==> src/rtl/ita_pkg.sv <==
package ita_pkg;

    // Field and datapath widths.
    localparam int unsigned VALUE_W     = 64;
    localparam int unsigned HALF_W      = 32;
    localparam int unsigned OP_W        = 2;
    localparam int unsigned CHAR_W      = 8;
    localparam int unsigned DIGIT_W     = 4;
    localparam int unsigned RADIX_W     = 5;
    localparam int unsigned BIT_CNT_W   = $clog2(VALUE_W + 1);
    localparam int unsigned STEP_BITS   = 4;

    // Text limits.
    localparam int unsigned RESULT_LIMIT = 20;
    localparam int unsigned CNT_W        = $clog2(RESULT_LIMIT);
    localparam int unsigned DEC_DIGITS   = 20;
    localparam int unsigned DEC_RADIX    = 10;
    localparam int unsigned HEX_RADIX    = 16;
    localparam int unsigned NIL_IDX_W    = 3;
    localparam logic [NIL_IDX_W-1:0] NIL_LAST = 3'd4;

    // Queue between the front and the back.
    localparam int unsigned QUEUE_DEPTH = 2;

    // ASCII codes used outside the digit tables.
    localparam logic [CHAR_W-1:0] CH_MINUS = 8'h2D;
    localparam logic [CHAR_W-1:0] CH_ZERO  = 8'h30;
    localparam logic [CHAR_W-1:0] CH_X     = 8'h78;

    typedef enum logic [OP_W-1:0] {
        OP_DEC    = 2'd0,
        OP_HEX_LO = 2'd1,
        OP_HEX_UP = 2'd2,
        OP_PTR    = 2'd3
    } t_op;

    typedef enum logic [2:0] {
        MODE_DEC,
        MODE_HEX_LO,
        MODE_HEX_UP,
        MODE_PTR,
        MODE_NIL
    } t_mode;

    typedef struct packed {
        t_mode              mode;
        logic               neg;
        logic [VALUE_W-1:0] mag;
    } t_task;

    typedef struct packed {
        t_mode mode;
        logic  neg;
    } t_head;

    typedef enum logic [1:0] {
        CV_IDLE,
        CV_RUN,
        CV_DONE
    } t_conv_st;

    typedef enum logic [2:0] {
        EM_IDLE,
        EM_SIGN,
        EM_ZERO,
        EM_X,
        EM_NIL,
        EM_DIGIT
    } t_emit_st;

    function automatic logic [CHAR_W-1:0] digit_char(logic [DIGIT_W-1:0] d, logic upper);
        logic [CHAR_W-1:0] d8;
        d8 = {{(CHAR_W - DIGIT_W){1'b0}}, d};
        if (d < DIGIT_W'(10)) begin
            return CH_ZERO + d8;
        end else if (upper) begin
            return 8'h41 + d8 - 8'd10;
        end else begin
            return 8'h61 + d8 - 8'd10;
        end
    endfunction

    function automatic logic [CHAR_W-1:0] nil_char(logic [NIL_IDX_W-1:0] k);
        logic [CHAR_W-1:0] c;
        unique case (k)
            3'd0:    c = 8'h28;
            3'd1:    c = 8'h6E;
            3'd2:    c = 8'h69;
            3'd3:    c = 8'h6C;
            default: c = 8'h29;
        endcase
        return c;
    endfunction

endpackage

==> src/rtl/ita_front.sv <==
module ita_front (
    input  logic                         i_clk,
    input  logic                         i_rst_n,
    input  logic                         i_valid,
    output logic                         o_stall,
    input  logic [ita_pkg::OP_W-1:0]     i_operation,
    input  logic [ita_pkg::VALUE_W-1:0]  i_value,
    output logic                         o_push,
    output ita_pkg::t_task               o_item,
    input  logic                         i_q_full
);
    import ita_pkg::*;

    logic  r_valid;
    logic  n_valid;
    t_task r_item;
    t_task n_item;
    logic  accept;

    // Sort the item into its mode and form the magnitude to convert.
    always_comb begin
        n_item.neg  = 1'b0;
        n_item.mag  = i_value;
        n_item.mode = MODE_DEC;
        unique case (t_op'(i_operation))
            OP_DEC: begin
                n_item.mode = MODE_DEC;
                if (i_value[VALUE_W-1]) begin
                    n_item.neg = 1'b1;
                    n_item.mag = ~i_value + VALUE_W'(1);
                end
            end
            OP_HEX_LO: n_item.mode = MODE_HEX_LO;
            OP_HEX_UP: n_item.mode = MODE_HEX_UP;
            OP_PTR: begin
                n_item.mode = (i_value == '0) ? MODE_NIL : MODE_PTR;
            end
            default: n_item.mode = MODE_DEC;
        endcase
    end

    assign o_stall = r_valid && i_q_full;
    assign accept  = i_valid && !o_stall;
    assign o_push  = r_valid && !i_q_full;
    assign o_item  = r_item;
    assign n_valid = accept || o_stall;

    always_ff @(posedge i_clk) begin
        if (!i_rst_n) begin
            r_valid <= 1'b0;
        end else begin
            r_valid <= n_valid;
        end
    end

    always_ff @(posedge i_clk) begin
        if (accept) begin
            r_item <= n_item;
        end
    end

endmodule

==> src/rtl/ita_fifo.sv <==
module ita_fifo (
    input  logic           i_clk,
    input  logic           i_rst_n,
    input  logic           i_push,
    input  ita_pkg::t_task i_item,
    output logic           o_full,
    output logic           o_valid,
    output ita_pkg::t_task o_item,
    input  logic           i_pop
);
    import ita_pkg::*;

    localparam int unsigned PtrW = (QUEUE_DEPTH > 1) ? $clog2(QUEUE_DEPTH) : 1;
    localparam int unsigned CntW = $clog2(QUEUE_DEPTH + 1);

    t_task            r_mem [QUEUE_DEPTH];
    logic [PtrW-1:0]  r_wptr;
    logic [PtrW-1:0]  r_rptr;
    logic [CntW-1:0]  r_count;
    logic [PtrW-1:0]  n_wptr;
    logic [PtrW-1:0]  n_rptr;
    logic [CntW-1:0]  n_count;
    logic             do_push;
    logic             do_pop;

    assign o_full  = (r_count == CntW'(QUEUE_DEPTH));
    assign o_valid = (r_count != '0);
    assign o_item  = r_mem[r_rptr];
    assign do_push = i_push && !o_full;
    assign do_pop  = i_pop && o_valid;

    always_comb begin
        n_wptr  = r_wptr;
        n_rptr  = r_rptr;
        n_count = r_count;
        if (do_push) begin
            n_wptr = (r_wptr == PtrW'(QUEUE_DEPTH - 1)) ? '0 : r_wptr + PtrW'(1);
        end
        if (do_pop) begin
            n_rptr = (r_rptr == PtrW'(QUEUE_DEPTH - 1)) ? '0 : r_rptr + PtrW'(1);
        end
        if (do_push && !do_pop) begin
            n_count = r_count + CntW'(1);
        end else if (do_pop && !do_push) begin
            n_count = r_count - CntW'(1);
        end
    end

    always_ff @(posedge i_clk) begin
        if (!i_rst_n) begin
            r_wptr  <= '0;
            r_rptr  <= '0;
            r_count <= '0;
        end else begin
            r_wptr  <= n_wptr;
            r_rptr  <= n_rptr;
            r_count <= n_count;
        end
    end

    always_ff @(posedge i_clk) begin
        if (do_push) begin
            r_mem[r_wptr] <= i_item;
        end
    end

endmodule

==> src/rtl/ita_conv.sv <==
module ita_conv #(
    parameter  int unsigned NUM_DIGITS = 20,
    parameter  int unsigned PTR_RADIX  = 16,
    localparam int unsigned IdxW       = $clog2(NUM_DIGITS)
) (
    input  logic                                          i_clk,
    input  logic                                          i_rst_n,
    input  logic                                          i_q_valid,
    input  ita_pkg::t_task                                i_q_item,
    output logic                                          o_q_pop,
    output logic                                          o_cv_valid,
    output ita_pkg::t_head                                o_head,
    output logic [NUM_DIGITS-1:0][ita_pkg::DIGIT_W-1:0]   o_digits,
    output logic [IdxW-1:0]                               o_top_idx,
    input  logic                                          i_take
);
    import ita_pkg::*;

    typedef logic [NUM_DIGITS-1:0][DIGIT_W-1:0] t_dvec;

    localparam int unsigned PfxLevels = $clog2(NUM_DIGITS + 1);
    localparam bit          PtrOdd    = (PTR_RADIX % 2) == 1;

    t_conv_st                r_state;
    t_conv_st                n_state;
    logic [VALUE_W-1:0]      r_sreg;
    logic [VALUE_W-1:0]      n_sreg;
    logic [BIT_CNT_W-1:0]    r_bits;
    logic [BIT_CNT_W-1:0]    n_bits;
    logic [RADIX_W-1:0]      r_radix;
    logic [RADIX_W-1:0]      n_radix;
    logic                    r_odd;
    logic                    n_odd;
    t_dvec                   r_acc;
    t_dvec                   n_acc;
    logic [NUM_DIGITS-1:0]   r_used;
    logic [NUM_DIGITS-1:0]   n_used;
    t_head                   r_head;
    t_head                   n_head;
    t_dvec                   acc_e;
    logic [NUM_DIGITS-1:0]   used_e;
    t_dvec                   acc_o;
    logic [NUM_DIGITS-1:0]   used_o;
    logic                    load;
    logic [NUM_DIGITS-1:0]   used_top;
    logic [NUM_DIGITS-1:0]   lead;

    function automatic logic [NUM_DIGITS-1:0] nonzero(t_dvec acc);
        logic [NUM_DIGITS-1:0] nz;
        for (int i = 0; i < NUM_DIGITS; i++) begin
            nz[i] = |acc[i];
        end
        return nz;
    endfunction

    // One doubling step with an even radix: a digit's carry depends on that digit alone.
    function automatic t_dvec step_even(t_dvec acc, logic bin, logic [RADIX_W-1:0] radix);
        logic [NUM_DIGITS-1:0] gen;
        logic [NUM_DIGITS-1:0] cin;
        logic [RADIX_W-1:0]    dbl;
        logic [RADIX_W-1:0]    sum;
        t_dvec                 res;
        for (int i = 0; i < NUM_DIGITS; i++) begin
            dbl    = {acc[i], 1'b0};
            gen[i] = (dbl >= radix);
        end
        cin = {gen[NUM_DIGITS-2:0], bin};
        for (int i = 0; i < NUM_DIGITS; i++) begin
            dbl    = {acc[i], 1'b0};
            sum    = dbl - (gen[i] ? radix : '0) + {{(RADIX_W - 1){1'b0}}, cin[i]};
            res[i] = sum[DIGIT_W-1:0];
        end
        return res;
    endfunction

    // One doubling step with an odd radix: a digit of (radix-1)/2 passes a carry on,
    // so the carries are resolved by a parallel prefix network.
    function automatic t_dvec step_odd(t_dvec acc, logic bin, logic [RADIX_W-1:0] radix);
        logic [NUM_DIGITS:0]   g;
        logic [NUM_DIGITS:0]   p;
        logic [NUM_DIGITS:0]   gn;
        logic [NUM_DIGITS:0]   pn;
        logic [RADIX_W-1:0]    dbl;
        logic [RADIX_W-1:0]    sum;
        t_dvec                 res;
        g[0] = bin;
        p[0] = 1'b0;
        for (int i = 0; i < NUM_DIGITS; i++) begin
            dbl      = {acc[i], 1'b0};
            g[i + 1] = (dbl >= radix);
            p[i + 1] = ((dbl + RADIX_W'(1)) == radix);
        end
        for (int lvl = 0; lvl < PfxLevels; lvl++) begin
            gn = g;
            pn = p;
            for (int i = 0; i <= NUM_DIGITS; i++) begin
                if (i >= (1 << lvl)) begin
                    gn[i] = g[i] | (p[i] & g[i - (1 << lvl)]);
                    pn[i] = p[i] & p[i - (1 << lvl)];
                end
            end
            g = gn;
            p = pn;
        end
        for (int i = 0; i < NUM_DIGITS; i++) begin
            dbl    = {acc[i], 1'b0};
            sum    = dbl + {{(RADIX_W - 1){1'b0}}, g[i]} - (g[i + 1] ? radix : '0);
            res[i] = sum[DIGIT_W-1:0];
        end
        return res;
    endfunction

    // Four bits a cycle for an even radix.
    always_comb begin
        acc_e  = r_acc;
        used_e = r_used;
        for (int s = 0; s < STEP_BITS; s++) begin
            acc_e  = step_even(acc_e, r_sreg[VALUE_W - 1 - s], r_radix);
            used_e = used_e | nonzero(acc_e);
        end
    end

    generate
        if (PtrOdd) begin : g_odd
            always_comb begin
                acc_o  = step_odd(r_acc, r_sreg[VALUE_W-1], r_radix);
                used_o = r_used | nonzero(acc_o);
            end
        end else begin : g_even
            assign acc_o  = acc_e;
            assign used_o = used_e;
        end
    endgenerate

    always_comb begin
        n_state = r_state;
        n_sreg  = r_sreg;
        n_bits  = r_bits;
        n_radix = r_radix;
        n_odd   = r_odd;
        n_acc   = r_acc;
        n_used  = r_used;
        n_head  = r_head;
        load    = 1'b0;
        unique case (r_state)
            CV_IDLE: load = i_q_valid;
            CV_RUN: begin
                if (r_odd) begin
                    n_acc  = acc_o;
                    n_used = used_o;
                    n_sreg = r_sreg << 1;
                    n_bits = r_bits - BIT_CNT_W'(1);
                    if (r_bits == BIT_CNT_W'(1)) begin
                        n_state = CV_DONE;
                    end
                end else begin
                    n_acc  = acc_e;
                    n_used = used_e;
                    n_sreg = r_sreg << STEP_BITS;
                    n_bits = r_bits - BIT_CNT_W'(STEP_BITS);
                    if (r_bits == BIT_CNT_W'(STEP_BITS)) begin
                        n_state = CV_DONE;
                    end
                end
            end
            CV_DONE: begin
                if (i_take) begin
                    n_state = CV_IDLE;
                    load    = i_q_valid;
                end
            end
            default: n_state = CV_IDLE;
        endcase

        if (load) begin
            n_acc       = '0;
            n_used      = '0;
            n_head.mode = i_q_item.mode;
            n_head.neg  = i_q_item.neg;
            n_sreg      = i_q_item.mag;
            n_bits      = BIT_CNT_W'(VALUE_W);
            n_odd       = 1'b0;
            n_radix     = RADIX_W'(HEX_RADIX);
            n_state     = CV_RUN;
            unique case (i_q_item.mode)
                MODE_DEC: n_radix = RADIX_W'(DEC_RADIX);
                MODE_HEX_LO, MODE_HEX_UP: begin
                    n_sreg = {i_q_item.mag[HALF_W-1:0], {(VALUE_W - HALF_W){1'b0}}};
                    n_bits = BIT_CNT_W'(HALF_W);
                end
                MODE_PTR: begin
                    n_radix = RADIX_W'(PTR_RADIX);
                    n_odd   = PtrOdd;
                end
                MODE_NIL: n_state = CV_DONE;
                default:  n_state = CV_DONE;
            endcase
        end
    end

    // The used digits form a thermometer; its top edge is the leading digit.
    always_comb begin
        used_top    = r_used;
        used_top[0] = 1'b1;
        lead        = used_top & ~{1'b0, used_top[NUM_DIGITS-1:1]};
        o_top_idx   = '0;
        for (int i = 0; i < NUM_DIGITS; i++) begin
            o_top_idx = o_top_idx | (lead[i] ? IdxW'(i) : '0);
        end
    end

    assign o_q_pop    = load;
    assign o_cv_valid = (r_state == CV_DONE);
    assign o_head     = r_head;
    assign o_digits   = r_acc;

    always_ff @(posedge i_clk) begin
        if (!i_rst_n) begin
            r_state <= CV_IDLE;
        end else begin
            r_state <= n_state;
        end
    end

    always_ff @(posedge i_clk) begin
        r_sreg  <= n_sreg;
        r_bits  <= n_bits;
        r_radix <= n_radix;
        r_odd   <= n_odd;
        r_acc   <= n_acc;
        r_used  <= n_used;
        r_head  <= n_head;
    end

endmodule

==> src/rtl/ita_emit.sv <==
module ita_emit #(
    parameter  int unsigned NUM_DIGITS = 20,
    localparam int unsigned IdxW       = $clog2(NUM_DIGITS)
) (
    input  logic                                          i_clk,
    input  logic                                          i_rst_n,
    input  logic                                          i_cv_valid,
    input  ita_pkg::t_head                                i_head,
    input  logic [NUM_DIGITS-1:0][ita_pkg::DIGIT_W-1:0]   i_digits,
    input  logic [IdxW-1:0]                               i_top_idx,
    output logic                                          o_take,
    output logic                                          o_valid,
    input  logic                                          i_stall,
    output logic [ita_pkg::CHAR_W-1:0]                    o_character,
    output logic                                          o_last_char
);
    import ita_pkg::*;

    t_emit_st                              r_state;
    t_emit_st                              n_state;
    logic [NUM_DIGITS-1:0][DIGIT_W-1:0]    r_digits;
    logic [NUM_DIGITS-1:0][DIGIT_W-1:0]    n_digits;
    logic [IdxW-1:0]                       r_pos;
    logic [IdxW-1:0]                       n_pos;
    logic                                  r_upper;
    logic                                  n_upper;
    logic [NIL_IDX_W-1:0]                  r_nil_idx;
    logic [NIL_IDX_W-1:0]                  n_nil_idx;
    logic [CNT_W-1:0]                      r_count;
    logic [CNT_W-1:0]                      n_count;
    logic                                  r_out_valid;
    logic                                  n_out_valid;
    logic [CHAR_W-1:0]                     r_char;
    logic [CHAR_W-1:0]                     n_char;
    logic                                  r_last;
    logic                                  n_last;
    logic [CHAR_W-1:0]                     ch;
    logic                                  last_text;
    logic                                  last;
    t_emit_st                              st_next;
    logic                                  adv;
    logic                                  fire;

    always_comb begin
        ch        = CH_ZERO;
        last_text = 1'b0;
        st_next   = r_state;
        unique case (r_state)
            EM_IDLE: st_next = EM_IDLE;
            EM_SIGN: begin
                ch      = CH_MINUS;
                st_next = EM_DIGIT;
            end
            EM_ZERO: begin
                ch      = CH_ZERO;
                st_next = EM_X;
            end
            EM_X: begin
                ch      = CH_X;
                st_next = EM_DIGIT;
            end
            EM_NIL: begin
                ch        = nil_char(r_nil_idx);
                last_text = (r_nil_idx == NIL_LAST);
            end
            EM_DIGIT: begin
                ch        = digit_char(r_digits[r_pos], r_upper);
                last_text = (r_pos == '0);
            end
            default: st_next = EM_IDLE;
        endcase

        // Text that would run past the result limit is cut short.
        last   = last_text || (r_count == CNT_W'(RESULT_LIMIT - 1));
        adv    = !r_out_valid || !i_stall;
        fire   = (r_state != EM_IDLE) && adv;
        o_take = i_cv_valid && ((r_state == EM_IDLE) || (fire && last));

        n_state     = r_state;
        n_digits    = r_digits;
        n_pos       = r_pos;
        n_upper     = r_upper;
        n_nil_idx   = r_nil_idx;
        n_count     = r_count;
        n_out_valid = r_out_valid;
        n_char      = r_char;
        n_last      = r_last;

        if (fire) begin
            n_out_valid = 1'b1;
            n_char      = ch;
            n_last      = last;
            n_count     = r_count + CNT_W'(1);
            n_state     = last ? EM_IDLE : st_next;
            if (r_state == EM_NIL) begin
                n_nil_idx = r_nil_idx + NIL_IDX_W'(1);
            end
            if (r_state == EM_DIGIT) begin
                n_pos = r_pos - IdxW'(1);
            end
        end else if (adv) begin
            n_out_valid = 1'b0;
        end

        if (o_take) begin
            n_digits  = i_digits;
            n_pos     = i_top_idx;
            n_upper   = (i_head.mode == MODE_HEX_UP);
            n_nil_idx = '0;
            n_count   = '0;
            unique case (i_head.mode)
                MODE_DEC:  n_state = i_head.neg ? EM_SIGN : EM_DIGIT;
                MODE_PTR:  n_state = EM_ZERO;
                MODE_NIL:  n_state = EM_NIL;
                default:   n_state = EM_DIGIT;
            endcase
        end
    end

    assign o_valid     = r_out_valid;
    assign o_character = r_char;
    assign o_last_char = r_last;

    always_ff @(posedge i_clk) begin
        if (!i_rst_n) begin
            r_state     <= EM_IDLE;
            r_out_valid <= 1'b0;
        end else begin
            r_state     <= n_state;
            r_out_valid <= n_out_valid;
        end
    end

    always_ff @(posedge i_clk) begin
        r_digits  <= n_digits;
        r_pos     <= n_pos;
        r_upper   <= n_upper;
        r_nil_idx <= n_nil_idx;
        r_count   <= n_count;
        r_char    <= n_char;
        r_last    <= n_last;
    end

endmodule

==> src/rtl/integer_to_ascii_formatter.sv <==
// Integer to ASCII formatter.
//
// Input channel (i_valid / o_stall): an item is an operation code and a 64-bit
// value, taken at a clock edge where i_valid is high and o_stall is low. Output
// channel (o_valid / i_stall): one ASCII character per transfer and a text per item,
// most significant digit first, with o_last_char marking the final character of
// each text. Texts are cut at twenty characters.
//
// The front registers and classifies each item into a two-entry queue. The
// converter turns the magnitude into digits by shift-and-correct, four bits a
// cycle, or one bit a cycle for pointer values when the pointer radix is odd;
// hex uses only the low 32 bits and "(nil)" needs no conversion. The emitter
// serialises the text from its own copy of the digits, so conversion of the next
// item overlaps emission of this one. The first character passes through the
// front register, the queue, the converter and the emitter's output register.
// Reset is synchronous and empties every stage. While the receiver stalls, the
// character on the port holds and the queue fills up, after which o_stall rises.
module integer_to_ascii_formatter #(
    parameter int unsigned POINTER_RADIX = 16
) (
    input  logic                         i_clk,
    input  logic                         i_rst_n,
    input  logic                         i_valid,
    output logic                         o_stall,
    input  logic [ita_pkg::OP_W-1:0]     i_operation,
    input  logic [ita_pkg::VALUE_W-1:0]  i_value,
    output logic                         o_valid,
    input  logic                         i_stall,
    output logic [ita_pkg::CHAR_W-1:0]   o_character,
    output logic                         o_last_char
);
    import ita_pkg::*;

    // A radix outside two to sixteen is pulled back into that range.
    localparam int unsigned PtrRadix = (POINTER_RADIX < 2)  ? 2 :
                                       (POINTER_RADIX > 16) ? 16 : POINTER_RADIX;

    // Number of pointer digits needed for the largest 64-bit value.
    function automatic int unsigned ptr_digits();
        logic [VALUE_W-1:0] m;
        int unsigned        n;
        m = '1;
        n = 0;
        for (int k = 0; k < VALUE_W; k++) begin
            if (m != '0) begin
                m = m / PtrRadix;
                n++;
            end
        end
        return n;
    endfunction

    localparam int unsigned PtrDigits = ptr_digits();
    localparam int unsigned NumDigits = (PtrDigits > DEC_DIGITS) ? PtrDigits : DEC_DIGITS;
    localparam int unsigned IdxW      = $clog2(NumDigits);

    logic                               push;
    t_task                              front_item;
    logic                               q_full;
    logic                               q_valid;
    t_task                              q_item;
    logic                               q_pop;
    logic                               cv_valid;
    t_head                              cv_head;
    logic [NumDigits-1:0][DIGIT_W-1:0]  cv_digits;
    logic [IdxW-1:0]                    cv_top_idx;
    logic                               take;

    ita_front u_front (
        .i_clk       (i_clk),
        .i_rst_n     (i_rst_n),
        .i_valid     (i_valid),
        .o_stall     (o_stall),
        .i_operation (i_operation),
        .i_value     (i_value),
        .o_push      (push),
        .o_item      (front_item),
        .i_q_full    (q_full)
    );

    ita_fifo u_fifo (
        .i_clk   (i_clk),
        .i_rst_n (i_rst_n),
        .i_push  (push),
        .i_item  (front_item),
        .o_full  (q_full),
        .o_valid (q_valid),
        .o_item  (q_item),
        .i_pop   (q_pop)
    );

    ita_conv #(
        .NUM_DIGITS (NumDigits),
        .PTR_RADIX  (PtrRadix)
    ) u_conv (
        .i_clk      (i_clk),
        .i_rst_n    (i_rst_n),
        .i_q_valid  (q_valid),
        .i_q_item   (q_item),
        .o_q_pop    (q_pop),
        .o_cv_valid (cv_valid),
        .o_head     (cv_head),
        .o_digits   (cv_digits),
        .o_top_idx  (cv_top_idx),
        .i_take     (take)
    );

    ita_emit #(
        .NUM_DIGITS (NumDigits)
    ) u_emit (
        .i_clk       (i_clk),
        .i_rst_n     (i_rst_n),
        .i_cv_valid  (cv_valid),
        .i_head      (cv_head),
        .i_digits    (cv_digits),
        .i_top_idx   (cv_top_idx),
        .o_take      (take),
        .o_valid     (o_valid),
        .i_stall     (i_stall),
        .o_character (o_character),
        .o_last_char (o_last_char)
    );

endmodule
==> config.mk <==
export PLATFORM = sky130hd
export DESIGN_NAME = integer_to_ascii_formatter
export DESIGN_NICKNAME = d
export VERILOG_FILES = /design/src/rtl/ita_pkg.sv /design/src/rtl/ita_front.sv /design/src/rtl/ita_fifo.sv /design/src/rtl/ita_conv.sv /design/src/rtl/ita_emit.sv /design/src/rtl/integer_to_ascii_formatter.sv
export SDC_FILE = /design/constraint.sdc
export NUM_CORES = 1
export LEC_CHECK = 0
export BUFFER_PORTS_ARGS = -buffer_cell sky130_fd_sc_hd__buf_4
export CAP_MARGIN = 30
export CORE_ASPECT_RATIO = 0.8
export CORE_UTILIZATION = 29
export DETAILED_ROUTE_END_ITERATION = 8
export PLACE_DENSITY = 0.42
export SKIP_LAST_GASP = 1
export SYNTH_ARGS = -nofsm -noshare
export SYNTH_HDL_FRONTEND = slang
export SYNTH_HIERARCHICAL = 1
export SYNTH_SLANG_ARGS = --single-unit
==> constraint.sdc <==
create_clock -name i_clk -period 16.47 [get_ports i_clk]
set_input_delay 3.294 -clock i_clk [delete_from_list [all_inputs] [get_ports i_clk]]
set_output_delay 3.294 -clock i_clk [all_outputs]
set_load 0.01 [all_outputs]
# Word-level counts from Yosys, hierarchy flattened
# Memories as Yosys holds them, arrays and structs flattened. A register that Yosys moved wholly into a read port is not among the register bits.
# Cells that the tools add are included.
[classes]
addsub = 174
magnitude_cmp = 82
n_eq_ne = 27
n_mux = 143
bitwise_logic = 25
reduce_logical = 123
[op_table]
columns = ["op", "n"]
rows = [
  ["$ge 5x5->1", 80],
  ["$mux 4", 89],
  ["$reduce_or 4->1", 81],
  ["$add 4x1->4", 80],
  ["$sub 4x4->4", 80],
  ["$mux 64", 4],
  ["$or 5x5->5", 18],
  ["$or 20x20->20", 4],
  ["$mux 65", 1],
  ["$add 64x1->64 const B", 1],
  ["$logic_not 64->1", 1],
  ["$not 64->64", 1],
  ["$mux 5", 8],
  ["$pmux 8 s4", 1],
  ["$pmux 7 s4", 1],
  ["$mux 3", 9],
  ["$eq 3x2->1 const B", 8],
  ["$mux 7", 3],
  ["$and 20x20->20", 1],
  ["$bmux 4 s5", 1],
  ["$not 19->20", 1],
  ["$pmux 3 s3", 2],
  ["$add 7x4->8 const A", 2],
  ["$mux 2", 8],
  ["other kinds (37)", 89],
]
[totals]
regBits = 362
ramBits = 136
input_bits = 70
out_inout_bits = 11
word_cells = 637
mem_count = 1
[mem_list]
columns = ["name", "words", "word_bits", "rd", "rd_clocked_by_memory_dff", "wr", "line", "rtl"]
rows = [
  ["u_fifo.r_mem", 2, 68, 1, 1, 1, "ita_fifo.sv:16", "t_task r_mem [QUEUE_DEPTH];"],
]

# Longest topological paths before layout
[logic_depth]
ltp_word = 22
mapped_depth = 43

# Cells and area by module
# Netlist, hierarchy kept.
[by_module_without_submodules]
columns = ["mod", "n_inst", "cells_per_inst", "area_per_inst_um2"]
rows = [
  ["ita_conv", 1, 2160, 19002.0],
  ["ita_fifo", 1, 237, 5226.3],
  ["ita_emit", 1, 317, 4594.4],
  ["ita_front", 1, 300, 3623.5],
]

# Least setup slack after synthesis
# OpenSTA, ideal clock, no wires.
[synth_timing]
path_kind = "flip-flop to flip-flop"
start = "register u_conv.r_radix[3]"
end = "register u_conv.r_used[7]"
arrival_time_ns = 12.130
required_time_ns = 16.350
slack_ns = 4.220
stages_incl_launch_ff = 38
cell_sequence = "edfxtp_1 -> inv_1 -> buf_2 -> buf_1 -> ha_1 -> a21o_1 -> a21o_1 -> ha_1 -> ha_1 -> nor3_1 -> xnor2_1 -> ha_1 -> o21ai_0 -> o21bai_1 -> ha_1 -> inv_1 -> ha_1 -> nor3b_1 -> [2 not listed] -> ha_1 -> a21oi_1 -> inv_1 -> ha_1 -> inv_1 -> ha_1 -> nor3b_1 -> xnor2_1 -> ha_1 -> inv_1 -> or3b_2 -> a21o_1 -> ha_1 -> nand4b_1 -> nor4_1 -> nor4bb_1 -> a31oi_1 -> a211o_1"
[synth_via]
elab_chain_len = 18
word_cells_on_any_way = 52
classes_between = "20 x add/sub; 14 x order compare; 10 x mux; 4 x bitwise; 4 x reduce/logical"
[synth_lines]
columns = ["element", "line", "rtl"]
rows = [
  ["from (decl)", "ita_conv.sv:30", "logic [RADIX_W-1:0] r_radix;"],
  ["from (signal assigned)", "ita_conv.sv:228", "r_radix <= n_radix;"],
  ["$ge 5x5->1", "ita_conv.sv:65", "gen[i] = (dbl >= radix);"],
  ["$mux 4", "ita_conv.sv:70", "sum = dbl - (gen[i] ? radix : '0) + {{(RADIX_W - 1){1'b0}}, cin[i]};"],
  ["$sub 4x4->4", "ita_conv.sv:70", ""],
  ["$add 4x1->4", "ita_conv.sv:70", ""],
  ["$ge 5x5->1", "ita_conv.sv:65", ""],
  ["$mux 4", "ita_conv.sv:70", ""],
  ["$sub 4x4->4", "ita_conv.sv:70", ""],
  ["$add 4x1->4", "ita_conv.sv:70", ""],
  ["[2 not listed]", "n/a", ""],
  ["$sub 4x4->4", "ita_conv.sv:70", ""],
  ["$add 4x1->4", "ita_conv.sv:70", ""],
  ["$ge 5x5->1", "ita_conv.sv:65", ""],
  ["$mux 4", "ita_conv.sv:70", ""],
  ["$sub 4x4->4", "ita_conv.sv:70", ""],
  ["$add 4x1->4", "ita_conv.sv:70", ""],
  ["$reduce_or 4->1", "ita_conv.sv:51", "nz[i] = |acc[i];"],
  ["$or 20x20->20 (*)", "ita_conv.sv:119", "used_e = used_e | nonzero(acc_e);"],
  ["to (signal assigned)", "ita_conv.sv:231", "r_used <= n_used;"],
  ["to (decl)", "ita_conv.sv:36", "logic [NUM_DIGITS-1:0] r_used;"],
]
# Every way passes the cells marked *; elsewhere a longest branch is shown, timed or not.
# A chain may end at the register's enable or synchronous reset.

# Worst setup path after layout
[layout_timing]
start = "register u_conv.r_radix[3]"
end = "register u_conv.r_used[11]"
# Same word-level chain as after synthesis.

==> results.json <==
{
  "status": "complete, no violations",
  "ys_ff_latch": 492,
  "hold_viol_final": 0,
  "fin_tns_setup_ns": 0,
  "dp_hpwl_um": 64100,
  "hold_path.class": "flip-flop to flip-flop",
  "seq_area_frac_synth_pct": 41.9,
  "via_per_inst": 4.86,
  "grt_pass1_vias": 22703,
  "synth_ff_type": "edfxtp_1",
  "fin_util_pct": 33.1,
  "finalSetupViolCount": 0,
  "syn_nets": 3554,
  "critPathLaunchType": "flip-flop",
  "die_y_um": 301,
  "cts_hold_buf": 0,
  "hold-worst-slack_ns": 0.431,
  "post-route-period-util_pct": 59.8,
  "port_buffers": 79,
  "yosysWarnings": 6,
  "tritoncts": "built",
  "grt_usage_pct": 15.7,
  "syn_to_final_growth_pct": 13.1,
  "root_buffer": "clkbuf_16",
  "cp_slowest_stage_delay_ns": 0.62,
  "drive_gt1_share_pct": 10.7,
  "ctsResizeCount": 0,
  "cts_max_level": 2,
  "critical_path.max_fanout": 38,
  "synthDistinctLibCells": 90,
  "drt-total-wl_um": 89800,
  "cts.path.max_buffers": 3,
  "fp.coreArea_sq_um": 111000,
  "initial_core_util_pct": 29.3,
  "ant_nets": 0,
  "top_usage_layer": "met1",
  "async_flop_share_pct": 0,
  "worstMarginPinSlew_ns": 0.948,
  "grt_pass1_wl_um": 138000,
  "critPathSlowestCell": "buf_4",
  "clkTransAtPathRegs_ns": 0.06,
  "nNetsFinal": 3630,
  "end_kind": "flip-flop",
  "critPathArrivalTime_ns": 10.37,
  "place.gp.congestion": 0.843,
  "use_met1_pct": 23.9,
  "rsz0062_at_grt": "no",
  "clock_sinks": 492,
  "min_period_ns": 9.85,
  "dieWidth_um": 376,
  "first_pass_iters": 5,
  "drc": 0,
  "cts_setup_buffers": 0,
  "path_common_cell": "ha_1",
  "grt_util_met2_pct": 23.3,
  "required_ns": 16.98,
  "insertion_delay_ns": 0.67,
  "yosys-top-cells-area": "edfxtp_1 (35%), ha_1 (18%), dfxtp_1 (7.3%)",
  "wl_per_cell_um": 19.4,
  "avgSynthCellArea_sq_um": 10.8,
  "drtIter0Drc": 1552,
  "netlist_instances": 3014,
  "gr-total-overflow": 0,
  "drv_cap": 0,
  "maxSlewViolCount": 0,
  "max_slew_margin_pct": 36.8,
  "numCtsBuffers": 58,
  "grt_start_max_net_pins": 114,
  "synth_edf_count": 373,
  "final.setup_skew_ns": 0.0466,
  "critPathKind": "flip-flop to flip-flop",
  "dr_total_vias": 22548,
  "syn_area_sq_um": 32400,
  "dieArea_sq_um": 113000,
  "antenna_found_initial": 6,
  "rows": 109,
  "grt_use_met3_pct": 2.32,
  "yosysTopAreaCellShare_pct": 34.5,
  "fmax_mhz": 102,
  "io_pins": 81,
  "synth_area_leader_cell": "edfxtp_1"
}
state kept, by name, indices dropped and copies added, names as in the netlist, 4 cells and up, named ones only:
signal / flops
u_fifo/r_mem: 136
u_conv/o_digits: 80
u_emit/r_digits: 80
u_front/o_item: 68
u_conv/r_sreg: 64
u_conv/r_used: 19
u_emit/o_character: 7
u_conv/r_bits: 5
u_emit/r_count: 5
u_emit/r_pos: 5
u_conv/o_head: 4
final cells by class:
type | count | area, sq um
tap | 1498 | 1870
clock inverter | 41 | 408
antenna | 2 | 5.00
multi-input combinational | 2216 | 17600
timing repair buffer | 107 | 870
clock buffer | 69 | 1520
fill | 11233 | 74000
inverter | 215 | 813
sequential | 492 | 13600
layer usage:
layer  vias up  share of wire [%]
li1      10969                  -
met1     11034                 52
met2       443                 42
met3        98                4.9
met5         -              0.028
met4         4                1.8
cells in the final DEF (no fill, tap or decap), types with 9 or more instances in the layout:
cell / n
nand2b_1: 23
a31o_2: 10
nor4b_1: 14
or4_1: 12
nand2_1: 211
a21o_1: 63
a22oi_1: 10
mux2_2: 48
clkbuf_16: 58
xnor2_1: 236
nor2b_1: 23
dfxtp_1: 118
mux2i_1: 60
o31ai_1: 17
nand4b_1: 12
nand3_1: 128
nor2_1: 126
or3b_2: 9
nor3_1: 52
nor3b_1: 41
buf_4: 101
a21oi_1: 111
a31oi_1: 36
edfxtp_1: 373
mux2_4: 20
nor4_1: 27
and2_1: 16
ha_1: 470
nand3b_1: 12
clkinv_2: 14
o21ai_0: 181
xor2_1: 106
inv_1: 208
nand4_1: 17
final timing paths:
kind / cells past startpoint / slack [ns] / end / from
max: 40 / 6.62 / u_conv/r_used[11] / u_conv/r_radix[3]
min reg2reg: 0 / 0.43 / u_fifo/r_mem[1][34] / u_front/o_item[34]
min: 0 / 0.43 / u_fifo/r_mem[1][34] / u_front/o_item[34]
max reg2reg: 40 / 6.62 / u_conv/r_used[11] / u_conv/r_radix[3]
synth_stat cells, types with 17 or more instances:
cell	number
o21ai_0	181
xnor2_1	236
a21o_1	63
xor2_1	106
dfxtp_1	119
mux2_2	48
nand3_1	128
nor3b_1	41
nor3_1	52
nand2b_1	24
o31ai_1	17
nand2_1	211
edfxtp_1	373
ha_1	470
inv_1	212
clkbuf_1	51
nor2b_1	24
a21oi_1	111
nor2_1	128
mux2_4	20
nand4_1	17
mux2i_1	60
nor4_1	27
a31oi_1	36
kinds of logic (layout without fill, tap and decap cells):
kind of cell	after synthesis	count (layout)	share of synthesized area, %
and+or+nand+nor	775	775	12.7
AOI/OAI and AO/OA	492	492	9.20
DFF	492	492	41.9
adders and majority gates	470	470	18.1
xor gates and xnor gates	342	342	9.23
buffers and inverters	306	432	3.91
muxes	136	136	5.00
other	1	3	0.0116
through the flow:
| step | area, sq um | setup WS [ns] | cells |
|---|---|---|---|
| after detailed placement | 34800 | 6.64 | 4528 |
| after global placement | 34700 | 6.80 | 4524 |
| after CTS | 36700 | 6.63 | 4638 |
| after global routing | 36700 | 5.77 | 4638 |
| after floorplan | 32400 | 4.22 | 3014 |
| final | 36700 | 6.62 | 4640 |
critical path, delay by kind of cell, from the launching register on:
kind | cells | cell delay, ns
AOI/OAI and AO/OA | 7 | 1.84
DFF | 1 | 0.35
and+or+nand+nor | 10 | 1.72
adders and majority gates | 11 | 3.23
buffers and inverters | 8 | 1.80
xor gates and xnor gates | 4 | 0.69
Power is left out: the tool's default activity adds up to more than one toggle a clock period on the data nets, which glitch-free logic cannot reach.
